`src/rtl/ic_pkg.sv`:
```
// Shared types and constants for the inversion counter.
// No dependencies; imported by every module of the block.
`timescale 1ns / 1ps
`default_nettype none

package ic_pkg;

	localparam int MAX_ITEMS_DEF = 256;
	localparam int INV_W         = 15;
	localparam logic [INV_W-1:0] TOTAL_MAX = 15'h7FFF;

	// Input beat: one element of the set.
	typedef struct packed {
		logic signed [31:0] value;
		logic               last;
	} item_t;

	// Output beat: one result per set.
	typedef struct packed {
		logic [INV_W-1:0] inversions;
		logic             overflow;
	} result_t;

	// Control that travels with an element along the row of cells.
	typedef struct packed {
		logic valid;
		logic last;
		logic stored;
	} link_ctl_t;

endpackage

`default_nettype wire

```
`src/rtl/ic_total.sv`:
```
// Tail of the row: saturating running total, overflow flag, result register.
// Depends on ic_pkg.
`timescale 1ns / 1ps
`default_nettype none

module ic_total #(
	parameter int CW = 8
) (
	input  wire logic               clk,
	input  wire logic               arst_n,
	input  wire logic               advance,
	input  wire ic_pkg::link_ctl_t  ctl_in,
	input  wire logic [CW-1:0]      cnt_in,
	output logic                    result_valid,
	output ic_pkg::result_t         result
);
	import ic_pkg::*;

	localparam int SUM_W = ((CW > INV_W) ? CW : INV_W) + 1;

	logic [INV_W-1:0] total_q;
	logic             ovf_q;
	logic             res_valid_q;
	result_t          res_q;

	logic [SUM_W-1:0] sum;
	logic [INV_W-1:0] sat_total;
	logic [INV_W-1:0] next_total;
	logic             next_ovf;

	always_comb begin
		sum = SUM_W'(total_q) + SUM_W'(cnt_in);
		if (sum >= SUM_W'(TOTAL_MAX)) begin
			sat_total = TOTAL_MAX;
		end else begin
			sat_total = sum[INV_W-1:0];
		end
		// a beat that found no free cell only marks overflow
		next_total = ctl_in.stored ? sat_total : total_q;
		next_ovf   = ovf_q | ~ctl_in.stored;
	end

	always_ff @(posedge clk or negedge arst_n) begin
		if (!arst_n) begin
			total_q     <= '0;
			ovf_q       <= 1'b0;
			res_valid_q <= 1'b0;
		end else if (advance) begin
			res_valid_q <= ctl_in.valid && ctl_in.last;
			if (ctl_in.valid) begin
				if (ctl_in.last) begin
					total_q <= '0;
					ovf_q   <= 1'b0;
				end else begin
					total_q <= next_total;
					ovf_q   <= next_ovf;
				end
			end
		end
	end

	always_ff @(posedge clk) begin
		if (advance && ctl_in.valid && ctl_in.last) begin
			res_q.inversions <= next_total;
			res_q.overflow   <= next_ovf;
		end
	end

	assign result_valid = res_valid_q;
	assign result       = res_q;

endmodule

`default_nettype wire

```
`config.mk`:
```
export PLATFORM = sky130hd
export DESIGN_NAME = ic_total
export DESIGN_NICKNAME = d
export VERILOG_FILES = /design/src/rtl/ic_pkg.sv /design/src/rtl/ic_total.sv
export SDC_FILE = /design/constraint.sdc
export NUM_CORES = 1
export LEC_CHECK = 0
export ABC_CLOCK_PERIOD_IN_PS = 2100
export BUFFER_PORTS_ARGS = -buffer_cell sky130_fd_sc_hd__buf_2
export CORE_MARGIN = 5
export CORE_UTILIZATION = 35
export CTS_CLUSTER_DIAMETER = 50
export CTS_CLUSTER_SIZE = 30
export DETAILED_ROUTE_END_ITERATION = 16
export MAX_ROUTING_LAYER = met4
export PLACE_DENSITY = 0.54
export SLEW_MARGIN = 10
export SYNTH_ARGS = -nofsm -noshare
export SYNTH_HDL_FRONTEND = slang
export SYNTH_SLANG_ARGS = --single-unit
```
`constraint.sdc`:
```
create_clock -name clk -period 2.1 [get_ports clk]
set_input_delay 0.21 -clock clk [delete_from_list [all_inputs] [get_ports clk]]
set_output_delay 0.21 -clock clk [all_outputs]
set_load 0.005 [all_outputs]
```
* Word level (Yosys, flattened, before mapping)
Index checks and enable logic that the tools add are counted.
Storage, ports and cells: word-level logic and storage cells 17, bits in writable memories 0, bits in read-only memories 0, input port bits 14, latch bits 0, memories kept 0, flip-flop bits (word level) 33
Cells by class: bitwise gates (word level) 2, multiplexer cells 4, eq/ne operators 0, reduce and logical (&&, ||, !) cells 4, add/subtract/negate cells 1, divide/modulo/power cells 0, shifts and indexed selects 0, multipliers 0, magnitude comparators 1
Operators with widths (count):
- 15-bit two-way mux | 3
- 15-bit by 8-bit adder with 16-bit output | 1
- 16-bit by 15-bit >= comparator with 1-bit output (second input constant) | 1
- 1-bit logical AND | 3
- 2-bit AND reduction | 1
- 1-bit two-way mux | 1
- 1-bit inverter | 1
- 1-bit OR | 1

* Depth between registers and ports, before layout
word-level depth 5, depth in mapped cells 8

* Worst setup path after synthesis
No wires, ideal clock.
path type reg2reg, start reg total_q[0], end reg res_q, in the netlist result[11] (data pin), data arrival time 1937 ps, setup slack -96 ps, library setup time 259 ps, stages on the path, launching flop included 9, required time 1841 ps, buffers on the path 0, path through dfrtp_1 -> ha_1 -> fa_1 -> a211oi_1 -> o21a_1 -> a21oi_2 -> and3_1 -> o21ai_0 -> a21oi_1
Between the ends: word-level cells in the longest chain between the ends 4
Ends and longest elaborated chain:
- start: declaration | RTL line ic_total.sv:21 | logic [INV_W-1:0] total_q;
- start signal: assignment | RTL line ic_total.sv:55 | total_q <= next_total;
- 15-bit by 8-bit adder with 16-bit output (*) | RTL line ic_total.sv:32 | sum = SUM_W'(total_q) + SUM_W'(cnt_in);
- 16-bit by 15-bit >= comparator with 1-bit output | RTL line ic_total.sv:33 | if (sum >= SUM_W'(TOTAL_MAX)) begin
- 15-bit two-way mux (*) | RTL line ic_total.sv:33
- 15-bit two-way mux (*) | RTL line ic_total.sv:39 | next_total = ctl_in.stored ? sat_total : total_q;
- named net next_total[10] | RTL line ic_total.sv:28 | logic [INV_W-1:0] next_total;
- end: declaration | RTL line ic_total.sv:24 | result_t res_q;
Mark *: on every way through the listed nets, which the timed path passes. The rest lies on a longest branch. A chain may end at the register's enable or synchronous reset.

* Worst setup path in the final report
start reg total_q[1], end reg total_q[13]
Between the ends: word-level cells in the longest chain between the ends 5
Ends and longest elaborated chain:
- 15-bit by 8-bit adder with 16-bit output (*) | RTL line ic_total.sv:32
- 16-bit by 15-bit >= comparator with 1-bit output | RTL line ic_total.sv:33
- 15-bit two-way mux (*) | RTL line ic_total.sv:33
- 15-bit two-way mux (*) | RTL line ic_total.sv:39
- 15-bit two-way mux (*) | RTL line ic_total.sv:51 | if (ctl_in.last) begin
Every way passes the cells marked *; elsewhere a longest branch is shown, timed or not.

==> impl_metrics.toml <==
[status]
status = "complete, but fails checks"
violations = "setup timing"

[synthesis]
syn_area_per_cell_um2 = 10.5
yosysTopAreaCellShare_pct = 24.1
synthDistinctLibCells = 47
yosys.area.top_type = "edfxtp_1"
ys_seq_elements = 33
synthesis.area_um2 = 1990
yosys_warnings = 0
synth_nets = 212
seq_area_frac_synth_pct = 45.5
syn_inst = 189
synth_edf_count = 16
synth_area_leaders = "edfxtp_1 24%, dfrtp_1 21%, ha_1 5.0%"
async_flop_share_pct = 51.5
synth_flop_cell = "dfrtp_1"

[finish]
fin_cells = 328
fill_cells = 517
nNetsFinal = 278
final_common_cell = "buf_4"
antennaDiodeCount = 0
area_growth_pct = 38.0
final_cell_mix = "33 x buf_4, 30 x buf_2, 18 x nor2_1, 17 x dfrtp_1, 16 x edfxtp_1"
layout-drive-gt1-share_pct = 45.3
final_util_pct = 49.9

[critical_path]
critPathCaptureType = "flop"
reg2reg_from = "total_q[1]$_DFFE_PN0P_"
cp.required_ns = 2.27
r2r_cells = 8
crit_path_start_kind = "flop"
rrSetupSlack_ns = -0.04
crit_type = "reg -> reg"
arrival_ns = 2.31
r2r_end = "total_q[13]$_DFFE_PN0P_"
cp_max_fo = 4

[placed_design]
pre_cts_ws_ns = -0.183
dp_cells = 312
dpl.hpwl_mm = 3.63
place_congestion = 0.818
io_buffer_count = 30

[routing]
firstDrtPassIters = 4
postRouteAntennaNets = 0
wl_per_cell_um = 16.8
drc_errors = 0
num_vias = 1724
drt_iter0_drc = 160
vias_per_cell = 5.26
finalWirelength_mm = 5.49

[floorplan]
rows = 27
core_area_um2 = 5510
dieArea_um2 = 7300
ioPinCount = 31
initial_core_util_pct = 36.2
die_x_um = 85.4
die_y_um = 85.4

[sta]
worst_pin_slew_ns = 0.516
final.min_clock_period_ns = 2.14
rsz0062_at_grt = "true"
fin_crit_sh_pct = 102
slew_headroom_pct = 65.5
slew_viol_final = 0
finalSetupViolCount = 3
setup_slack_ns = -0.0375
final_hold_viol_count = 0
max_freq_ghz = 0.468
skew_ns = 0.00490

[run]
maxCapViolations = 0

[global_route]
antenna_found_initial = 0
grt_pass1_wl_mm = 8.89
grtUsageTotal_pct = 16.1
grt_max_degree = 19
grt_pass1_vias = 1725
grt_overflow = 0

[power_and_ir_drop]
vdd.ir_drop.worst_mv = 0.301
power_density_nw_per_um2 = 795
cellLeakagePower_nw = 1.13
total_power_mw = 2.18

[clock_network]
tritoncts = "built"
cts_buffer_depth = 2
cts_root_buffer = "clkbuf_8"
clk_pin_slew_ns = 0.07
cts_buffers = 5
cts_sinks = 33
insertion_delay_ns = 0.29
ctsHtreeMaxLevel = 2

[hold_path]
hold_depth = 2
hold_class = "in -> reg"
min_delay_worst_endpoint = "result_valid$_DFFE_PN0P_"
min_from = "advance"
worst max path at each step:
| stage | end | depth (start not counted) | slack (ns) | from |
|---|---|---|---|---|
| 6_report | total_q[13]$_DFFE_PN0P_ | 8 | -0.04 | total_q[1]$_DFFE_PN0P_ |
| 4_1_cts | result[11]$_DFFE_PP_ | 8 | -0.03 | total_q[1]$_DFFE_PN0P_ |
| 3_5_place_dp | result[10]$_DFFE_PP_ | 7 | -0.18 | total_q[1]$_DFFE_PN0P_ |
| 2_1_floorplan | result[11]$_DFFE_PP_ | 8 | 0.01 | total_q[0]$_DFFE_PN0P_ |
| 3_3_place_gp | result[10]$_DFFE_PP_ | 7 | -0.15 | total_q[1]$_DFFE_PN0P_ |
| 5_1_grt | total_q[13]$_DFFE_PN0P_ | 8 | -0.14 | total_q[1]$_DFFE_PN0P_ |
layout make-up:
type                       count  area, µm²  share of cell area (%)
sequential                    33        906                    33.0
tap                           72       90.1                    3.28
clock buffer                   5       68.8                    2.50
timing repair buffer          69        473                    17.2
clock inverter                 3       12.5                   0.455
multi-input combinational    140       1170                    42.8
inverter                       6       22.5                   0.820
what timing repair did:
action                                  in CTS  in global routing
gates cloned                                 1                  0
endpoints found under the hold margin       17                  0
resized for setup                           11                 23
setup buffers                                0                  6
endpoints found under the setup margin      26                 24
pin swaps                                    5                 25
hold buffers                                 1                  0
power by group:
part	switching (mW)	internal, mW	leakage (nW)	total, mW
clock	0.249	0.223	0.0430	0.473
combinational	0.449	0.453	0.719	0.902
sequential	0.0476	0.761	0.368	0.808
total	0.746	1.44	1.13	2.18
per-layer routing:
layer  global-route usage, %  wire (µm)  vias to the layer above
met2                    24.7       2740                       45
met4                    5.18         43                        0
met3                    2.91        191                        4
met5                       -          0                        -
li1                        -          -                      834
met1                    21.5       2520                      841
cells by family (layout without fill, tap and decap cells):
kind of cell / after synthesis / in the layout / synth area share (%)
muxes: 3 / 3 / 1.51
DFF: 33 / 33 / 45.5
and+or+nand+nor: 46 / 46 / 11.2
adders and majority gates: 9 / 9 / 6.03
xor gates and xnor gates: 7 / 7 / 3.08
buffers and inverters: 17 / 83 / 4.46
AOI/OAI and AO/OA: 74 / 75 / 28.2
flip-flops by register name (all words and copies together), names as in the netlist:
| name | flops |
|---|---|
| result_valid | 1 |
| total_q | 15 |
| result | 16 |
| ovf_q | 1 |
metrics by stage:
step / TNS (ns) / hold slack (ns) / area, µm²
after floorplan: 0 / -0.0856 / 2000
after global placement: -2.15 / 0.185 / 2420
after detailed placement: -2.53 / 0.190 / 2420
after CTS: -0.0253 / 0.172 / 2580
after global routing: -1.11 / 0.171 / 2750
final: -0.0991 / 0.179 / 2750
cell usage after synthesis (2+ instances only):
| master | number |
|---|---|
| dfrtp_1 | 17 |
| o22ai_1 | 3 |
| a21oi_2 | 10 |
| nor2_1 | 18 |
| nand2_1 | 12 |
| o21ai_0 | 14 |
| nand3_1 | 4 |
| o21a_1 | 3 |
| and3_1 | 4 |
| o31a_2 | 2 |
| o22a_1 | 8 |
| a21o_1 | 3 |
| mux2i_1 | 3 |
| xor2_1 | 5 |
| a31oi_1 | 3 |
| inv_1 | 6 |
| a211oi_1 | 2 |
| clkbuf_1 | 5 |
| a21oi_1 | 12 |
| ha_1 | 8 |
| buf_6 | 2 |
| o22a_2 | 2 |
| buf_4 | 2 |
| xnor2_1 | 2 |
| edfxtp_1 | 16 |
| o21bai_1 | 2 |
worst max-delay path: stages (launching register included):
cell	delay [ns]
dfrtp_1	0.42
ha_4	0.28
a21oi_2	0.06
nand4b_1	0.21
a21o_4	0.27
buf_6	0.13
a211oi_4	0.32
mux2i_1	0.25
a21oi_2	0.07
(Power assumes the default switching activity.)
