File: config.mk
export PLATFORM = sky130hd
export DESIGN_NAME = ic_cell
export DESIGN_NICKNAME = d
export VERILOG_FILES = /design/src/rtl/ic_pkg.sv /design/src/rtl/ic_cell.sv
export SDC_FILE = /design/constraint.sdc
export NUM_CORES = 1
export LEC_CHECK = 0
export ABC_CLOCK_PERIOD_IN_PS = 2800
export BUFFER_PORTS_ARGS = -buffer_cell sky130_fd_sc_hd__clkbuf_2
export CAP_MARGIN = 20
export CORE_UTILIZATION = 40
export CTS_CLUSTER_DIAMETER = 200
export DETAILED_ROUTE_END_ITERATION = 16
export GPL_ROUTABILITY_DRIVEN = 1
export HOLD_SLACK_MARGIN = 0.06
export PLACE_DENSITY_LB_ADDON = 0.12
export SLEW_MARGIN = 0
export SYNTH_ARGS = -nofsm -noshare
export SYNTH_HDL_FRONTEND = slang
export SYNTH_SLANG_ARGS = --single-unit
File: constraint.sdc
create_clock -name clk -period 2.8 [get_ports clk]
set_input_delay 0.42 -clock clk [delete_from_list [all_inputs] [get_ports clk]]
set_output_delay 0.42 -clock clk [all_outputs]
set_load 0.05 [all_outputs]
File: src/rtl/ic_pkg.sv
// Shared types and constants for the inversion counter.
// No dependencies; imported by every module of the block.
`timescale 1ns / 1ps
`default_nettype none

package ic_pkg;

	localparam int MAX_ITEMS_DEF = 256;
	localparam int INV_W         = 15;
	localparam logic [INV_W-1:0] TOTAL_MAX = 15'h7FFF;

	// Input beat: one element of the set.
	typedef struct packed {
		logic signed [31:0] value;
		logic               last;
	} item_t;

	// Output beat: one result per set.
	typedef struct packed {
		logic [INV_W-1:0] inversions;
		logic             overflow;
	} result_t;

	// Control that travels with an element along the row of cells.
	typedef struct packed {
		logic valid;
		logic last;
		logic stored;
	} link_ctl_t;

endpackage

`default_nettype wire

File: src/rtl/ic_cell.sv
// One cell of the row: holds one stored element and counts greater values.
// Depends on ic_pkg.
`timescale 1ns / 1ps
`default_nettype none

module ic_cell #(
	parameter int CW = 8
) (
	input  wire logic                     clk,
	input  wire logic                     arst_n,
	input  wire logic                     advance,
	input  wire ic_pkg::link_ctl_t        ctl_in,
	input  wire logic signed [31:0]       val_in,
	input  wire logic [CW-1:0]            cnt_in,
	output ic_pkg::link_ctl_t             ctl_out,
	output logic signed [31:0]            val_out,
	output logic [CW-1:0]                 cnt_out
);
	import ic_pkg::*;

	logic signed [31:0] value_q;
	logic               full_q;
	link_ctl_t          ctl_q;
	logic signed [31:0] val_q;
	logic [CW-1:0]      cnt_q;

	logic               greater;
	logic               take;

	assign greater = full_q && (value_q > val_in);
	// first free cell on the beat's way keeps it
	assign take    = ctl_in.valid && !full_q && !ctl_in.stored;

	always_ff @(posedge clk or negedge arst_n) begin
		if (!arst_n) begin
			full_q <= 1'b0;
			ctl_q  <= '0;
		end else if (advance) begin
			ctl_q.valid  <= ctl_in.valid;
			ctl_q.last   <= ctl_in.last;
			ctl_q.stored <= ctl_in.stored | take;
			if (ctl_in.valid) begin
				// the last beat of a set empties every cell it passes
				if (ctl_in.last) begin
					full_q <= 1'b0;
				end else if (take) begin
					full_q <= 1'b1;
				end
			end
		end
	end

	always_ff @(posedge clk) begin
		if (advance) begin
			val_q <= val_in;
			cnt_q <= cnt_in + CW'(greater);
			if (take) begin
				value_q <= val_in;
			end
		end
	end

	assign ctl_out = ctl_q;
	assign val_out = val_q;
	assign cnt_out = cnt_q;

endmodule

`default_nettype wire

Yosys cells after proc, flatten, opt, wreduce, memory -nomap -nowiden --
Cells that the tools add are included.
Word-level totals: flip-flop bits (word level) 76, bits of input ports 46, word-level logic and storage cells 20
Operators by class: $add $sub $neg 1, magnitude comparators 1, mux-type cells 2, bitwise gates (word level) 1, reductions and logical operators 8
Operators by type and width (count):
- 32-bit > comparator | 1
- 8-bit by 1-bit adder with 8-bit output | 1
- 1-bit logical AND | 3
- 3-bit AND reduction | 1
- 1-bit zero test | 2
- 1-bit 2-to-1 mux | 2
- 2-bit AND reduction | 1
- 2-bit nonzero test | 1
- 1-bit OR | 1

Depth between registers and ports, before layout --
depth in word-level cells 5, depth in mapped cells 13

Worst setup path before layout --
Ideal clock, no wire load.
path type in2reg, start input advance, end register value_q[0] (enable), library setup time 0.461 ns, arrival 2.692 ns, slack -0.353 ns, stages on the path 2, path through nand2_1 -> nor3_1
On the way: longest elaborated chain between the ends 1
Ends and longest elaborated chain:
- from (decl) | RTL line ic_cell.sv:11 | input wire logic advance,
- 2-bit AND reduction (no source line)
- to (signal assigned) | RTL line ic_cell.sv:58 | value_q <= val_in;
- to (decl) | RTL line ic_cell.sv:21 | logic signed [31:0] value_q;
Every way passes these cells. A chain may end at the register's enable or synchronous reset.

Worst setup path in the final report --
start register value_q[19], end register cnt_q[6], in the netlist cnt_out[6] (data pin)
On the way: longest elaborated chain between the ends 3
Ends and longest elaborated chain:
- 32-bit > comparator | RTL line ic_cell.sv:30 | assign greater = full_q && (value_q > val_in);
- 1-bit logical AND | RTL line ic_cell.sv:30
- 8-bit by 1-bit adder with 8-bit output | RTL line ic_cell.sv:56 | cnt_q <= cnt_in + CW'(greater);
- to (signal assigned) | RTL line ic_cell.sv:56
- to (decl) | RTL line ic_cell.sv:25 | logic [CW-1:0] cnt_q;
Every way passes these cells.

==> impl_metrics.prom <==
# TYPE chip_impl_metric gauge
chip_impl_metric{name="max_clock_skew",unit="ns"} 0.00709
chip_impl_info{name="synth_top_area_cell",value="edfxtp_1"} 1
chip_impl_info{name="worstPathCellList",value="ha_4, a21oi_2, o21ai_2, a221o_1, a2111oi_4, a21oi_2, nor3_2, ha_2, ha_4, and3_4, nand3_2, xnor2_1"} 1
chip_impl_metric{name="async_reset_ff_share",unit="%"} 5.26
chip_impl_metric{name="post-route-min-period",unit="ns"} 2.81
chip_impl_info{name="ranking_of_synthesized_cells_by_area",value="edfxtp_1 (66%), ha_1 (13%), inv_1 (3.9%), dfrtp_1 (3.0%), a21oi_1 (2.0%)"} 1
chip_impl_metric{name="die_w",unit="um"} 92.6
chip_impl_info{name="timing_worst_setup_path_type",value="register to register"} 1
chip_impl_metric{name="layout.nets",unit=""} 421
chip_impl_metric{name="ios",unit=""} 89
chip_impl_metric{name="rows",unit=""} 32
chip_impl_metric{name="maxCapViolations",unit=""} 0
chip_impl_metric{name="synth-edff-count",unit=""} 72
chip_impl_metric{name="yosysUniqueCellTypes",unit=""} 29
chip_impl_metric{name="cp_max_fo",unit=""} 3
chip_impl_metric{name="critPathRequiredTime",unit="ns"} 2.90
chip_impl_metric{name="whs",unit="ns"} 0.273
chip_impl_info{name="endpoint_kind",value="register"} 1
chip_impl_metric{name="n_antenna_cell",unit=""} 0
chip_impl_metric{name="syn-cell-area",unit="um^2"} 3280
chip_impl_metric{name="grt_first_pass_wirelength",unit="um"} 9700
chip_impl_metric{name="pwr-share-seq",unit="%"} 50.2
chip_impl_metric{name="vdd_ir_drop_max",unit="V"} 0.000337
chip_impl_info{name="failed_checks",value="setup timing"} 1
chip_impl_metric{name="initial_core_util",unit="%"} 41.8
chip_impl_metric{name="post-synth-top-area-fraction",unit="%"} 65.9
chip_impl_metric{name="proportion_of_synthesized_chip_area_in_sequential_cells",unit="%"} 68.9
chip_impl_metric{name="number_of_global_route_vias_before_repair",unit=""} 2095
chip_impl_metric{name="wire_per_inst",unit="um"} 13.6
chip_impl_metric{name="final_number_of_setup_violating_endpoints",unit=""} 1
chip_impl_metric{name="gpl.final_weighted_congestion",unit=""} 0.706
chip_impl_metric{name="yosys_register_bits",unit=""} 76
chip_impl_metric{name="cts_num_sinks",unit=""} 76
chip_impl_info{name="min_path_type",value="primary input to register"} 1
chip_impl_metric{name="cp_slowest_stage_delay",unit="ns"} 0.41
chip_impl_metric{name="postLayoutSetupSlackWorst",unit="ns"} -0.00778
chip_impl_metric{name="post_synth.cell_area_avg",unit="um^2"} 15.2
chip_impl_metric{name="pin_count_of_the_biggest_net_entering_global_routing",unit=""} 46
chip_impl_metric{name="num_vias",unit=""} 2127
chip_impl_metric{name="clk_latency",unit="ns"} 0.34
chip_impl_metric{name="finalCritPeriodShare",unit="%"} 100
chip_impl_metric{name="slew_violations",unit=""} 0
chip_impl_metric{name="fmaxAchievable",unit="MHz"} 356
chip_impl_info{name="synthFlopType",value="edfxtp_1"} 1
chip_impl_metric{name="cellPowerDensity",unit="nW/um^2"} 608
chip_impl_metric{name="fp.dieH",unit="um"} 92.6
chip_impl_metric{name="detailedRoute.firstPassIterationCount",unit=""} 4
chip_impl_metric{name="ant_nets",unit=""} 0
chip_impl_metric{name="die_area",unit="um^2"} 8570
chip_impl_metric{name="dpl_wire_length",unit="um"} 4340
chip_impl_info{name="cts_tree",value="done"} 1
chip_impl_metric{name="overall_fraction_of_global_route_tracks_in_use",unit="%"} 15.1
chip_impl_metric{name="drc",unit=""} 0
chip_impl_metric{name="clk_network_pwr_share",unit="%"} 33.2
chip_impl_metric{name="worst-slew-pin-transition",unit="ns"} 0.599
chip_impl_metric{name="timing.slew.headroom",unit="%"} 60.0
chip_impl_metric{name="layout.cell_area.non_filler",unit="um^2"} 4390
chip_impl_metric{name="vias_per_cell",unit=""} 4.75
chip_impl_metric{name="net-switching-power",unit="uW"} 720
chip_impl_metric{name="clock_tree.buffer_depth",unit=""} 2
chip_impl_info{name="synth_commonest_cells",value="edfxtp_1 (72), ha_1 (34), inv_1 (34), a21oi_1 (13), nand2_1 (8)"} 1
chip_impl_metric{name="comb_power_share",unit="%"} 16.5
chip_impl_metric{name="coreArea",unit="um^2"} 7850
chip_impl_metric{name="cts-htree-levels",unit=""} 3
chip_impl_metric{name="clk_pin_slew_worst_paths",unit="ns"} 0.08
chip_impl_metric{name="critPathArrivalTime",unit="ns"} 2.91
chip_impl_info{name="grt_setup_unrepaired",value="yes"} 1
chip_impl_metric{name="share_of_cells_above_drive_strength_1",unit="%"} 43.9
chip_impl_metric{name="cellInternalPower",unit="uW"} 1950
chip_impl_metric{name="detailed_router_s_first_iteration_violation_count",unit=""} 56
chip_impl_metric{name="yosys_warnings",unit=""} 0
chip_impl_metric{name="area_growth_syn_to_layout",unit="%"} 33.9
chip_impl_metric{name="syn-num-nets",unit=""} 296
chip_impl_metric{name="switching_share",unit="%"} 26.9
chip_impl_info{name="run_status",value="complete, but fails checks"} 1
chip_impl_info{name="critPathLaunchType",value="register"} 1
chip_impl_info{name="synth.most_common_cell",value="edfxtp_1"} 1
chip_impl_metric{name="grt-ovfl-total",unit=""} 0
chip_impl_metric{name="cts_inserted_buffers",unit=""} 9
chip_impl_metric{name="grt_antenna_before_repair",unit=""} 0
chip_impl_metric{name="hold_violations",unit=""} 0
chip_impl_metric{name="synthesis.instances",unit=""} 216
chip_impl_metric{name="cellLeakagePower",unit="uW"} 0.00193
chip_impl_metric{name="placed_area",unit="um^2"} 4100
chip_impl_info{name="cp_slowest_cell",value="edfxtp_1"} 1
chip_impl_info{name="cts_root_buf",value="clkbuf_8"} 1
chip_impl_metric{name="finalWirelength",unit="um"} 6090
chip_impl_metric{name="port_buffers",unit=""} 88
-- critical path, delay by kind of cell, from the launching register on --
kind	cells	cell delay, ns
AND/OR/NAND/NOR	3	0.37
adder cells (fa/ha/maj)	3	0.63
flip-flops	1	0.41
XOR/XNOR	1	0.13
AO/OA/AOI/OAI	5	1.03
-- power by group through the flow --
| stage | Sequential, uW | Clock [uW] | Combinational (uW) |
|---|---|---|---|
| after floorplan | 1540 | 0 | 96.1 |
| after global placement | 1370 | 0 | 429 |
| after detailed placement | 1370 | 0 | 437 |
| after CTS | 1340 | 915 | 442 |
| after global routing | 1350 | 951 | 479 |
| final | 1340 | 889 | 442 |
-- area by class of cell --
class / count / area, um^2
fillers: 717 / 3450
flip-flops and latches: 76 / 2260
multi-input cells: 106 / 1030
repair buffers: 114 / 638
clock buffers: 11 / 131
inverters: 34 / 128
well taps: 102 / 128
clock inverters: 5 / 76.3
-- through the flow --
| step | std cells | power, uW | util (%) | setup slack, ns | TNS (ns) |
|---|---|---|---|---|---|
| after floorplan | 216 | 1640 | - | 0.00320 | 0 |
| after global placement | 431 | 1790 | 52.2 | -0.309 | -1.21 |
| after detailed placement | 431 | 1800 | 52.2 | -0.354 | -1.42 |
| after CTS | 448 | 2700 | 55.3 | -0.0891 | -0.143 |
| after global routing | 448 | 2780 | 56.0 | -0.203 | -0.643 |
| final | 448 | 2670 | 56.0 | -0.00778 | -0.00778 |
-- sequential cells by signal (all words and copies together), names as in the netlist --
| name | count |
|---|---|
| full_q | 1 |
| val_out | 32 |
| ctl_out | 3 |
| value_q | 32 |
| cnt_out | 8 |
-- per-layer routing --
layer | vias to the layer above | global-route usage (%) | part of all wire [%]
li1 | 1053 | - | -
met4 | 0 | 8.20 | 2.0
met1 | 1006 | 18.6 | 44
met2 | 58 | 25.1 | 50
met3 | 10 | 2.87 | 4.6
met5 | - | 0 | 0
-- logic make-up after synthesis --
family                     synth area share (%)
and+or+nand+nor                            5.99
buffers and inverters                      3.89
adders and majority gates                  13.0
xor gates and xnor gates                   1.60
AOI/OAI and AO/OA                          6.29
muxes                                     0.343
DFF                                        68.9
-- worst paths after layout --
| check | start | endpoint | slack [ns] | cells after the start |
|---|---|---|---|---|
| max in group asynchronous | arst_n | ctl_out[1] | 2.27 | 2 |
| setup / recovery | value_q[19] | cnt_out[6] | -0.008 | 12 |
| min in group asynchronous | arst_n | full_q | 0.41 | 2 |
| hold reg to reg | ctl_out[1] | ctl_out[1] | 0.52 | 1 |
| hold / removal | ctl_in[1] | full_q | 0.27 | 2 |
| setup reg to reg | value_q[19] | cnt_out[6] | -0.008 | 12 |
-- repair_timing --
item | 4_1_cts | 5_1_grt
pin swaps | 9 | 5
setup endpoints to repair | 5 | 5
setup buffers | 0 | 0
hold endpoints to repair | 4 | 0
hold buffers | 1 | 0
gates resized for setup | 3 | 8
-- cell usage in the layout, fill, tap and decap left out, types with 3 or more instances in the layout --
cell type and n:
a21oi_2 4, inv_1 33, dfrtp_1 4, buf_4 25, nand3_1 5, nand4_1 6, nor2_1 4, o21ai_0 3
clkbuf_8 9, ha_4 7, edfxtp_1 72, clkbuf_2 88, a21oi_1 11, xnor2_1 4, a21o_1 3, nand2_1 8
ha_1 26
No activity file was read; power rests on OpenSTA's default activity.
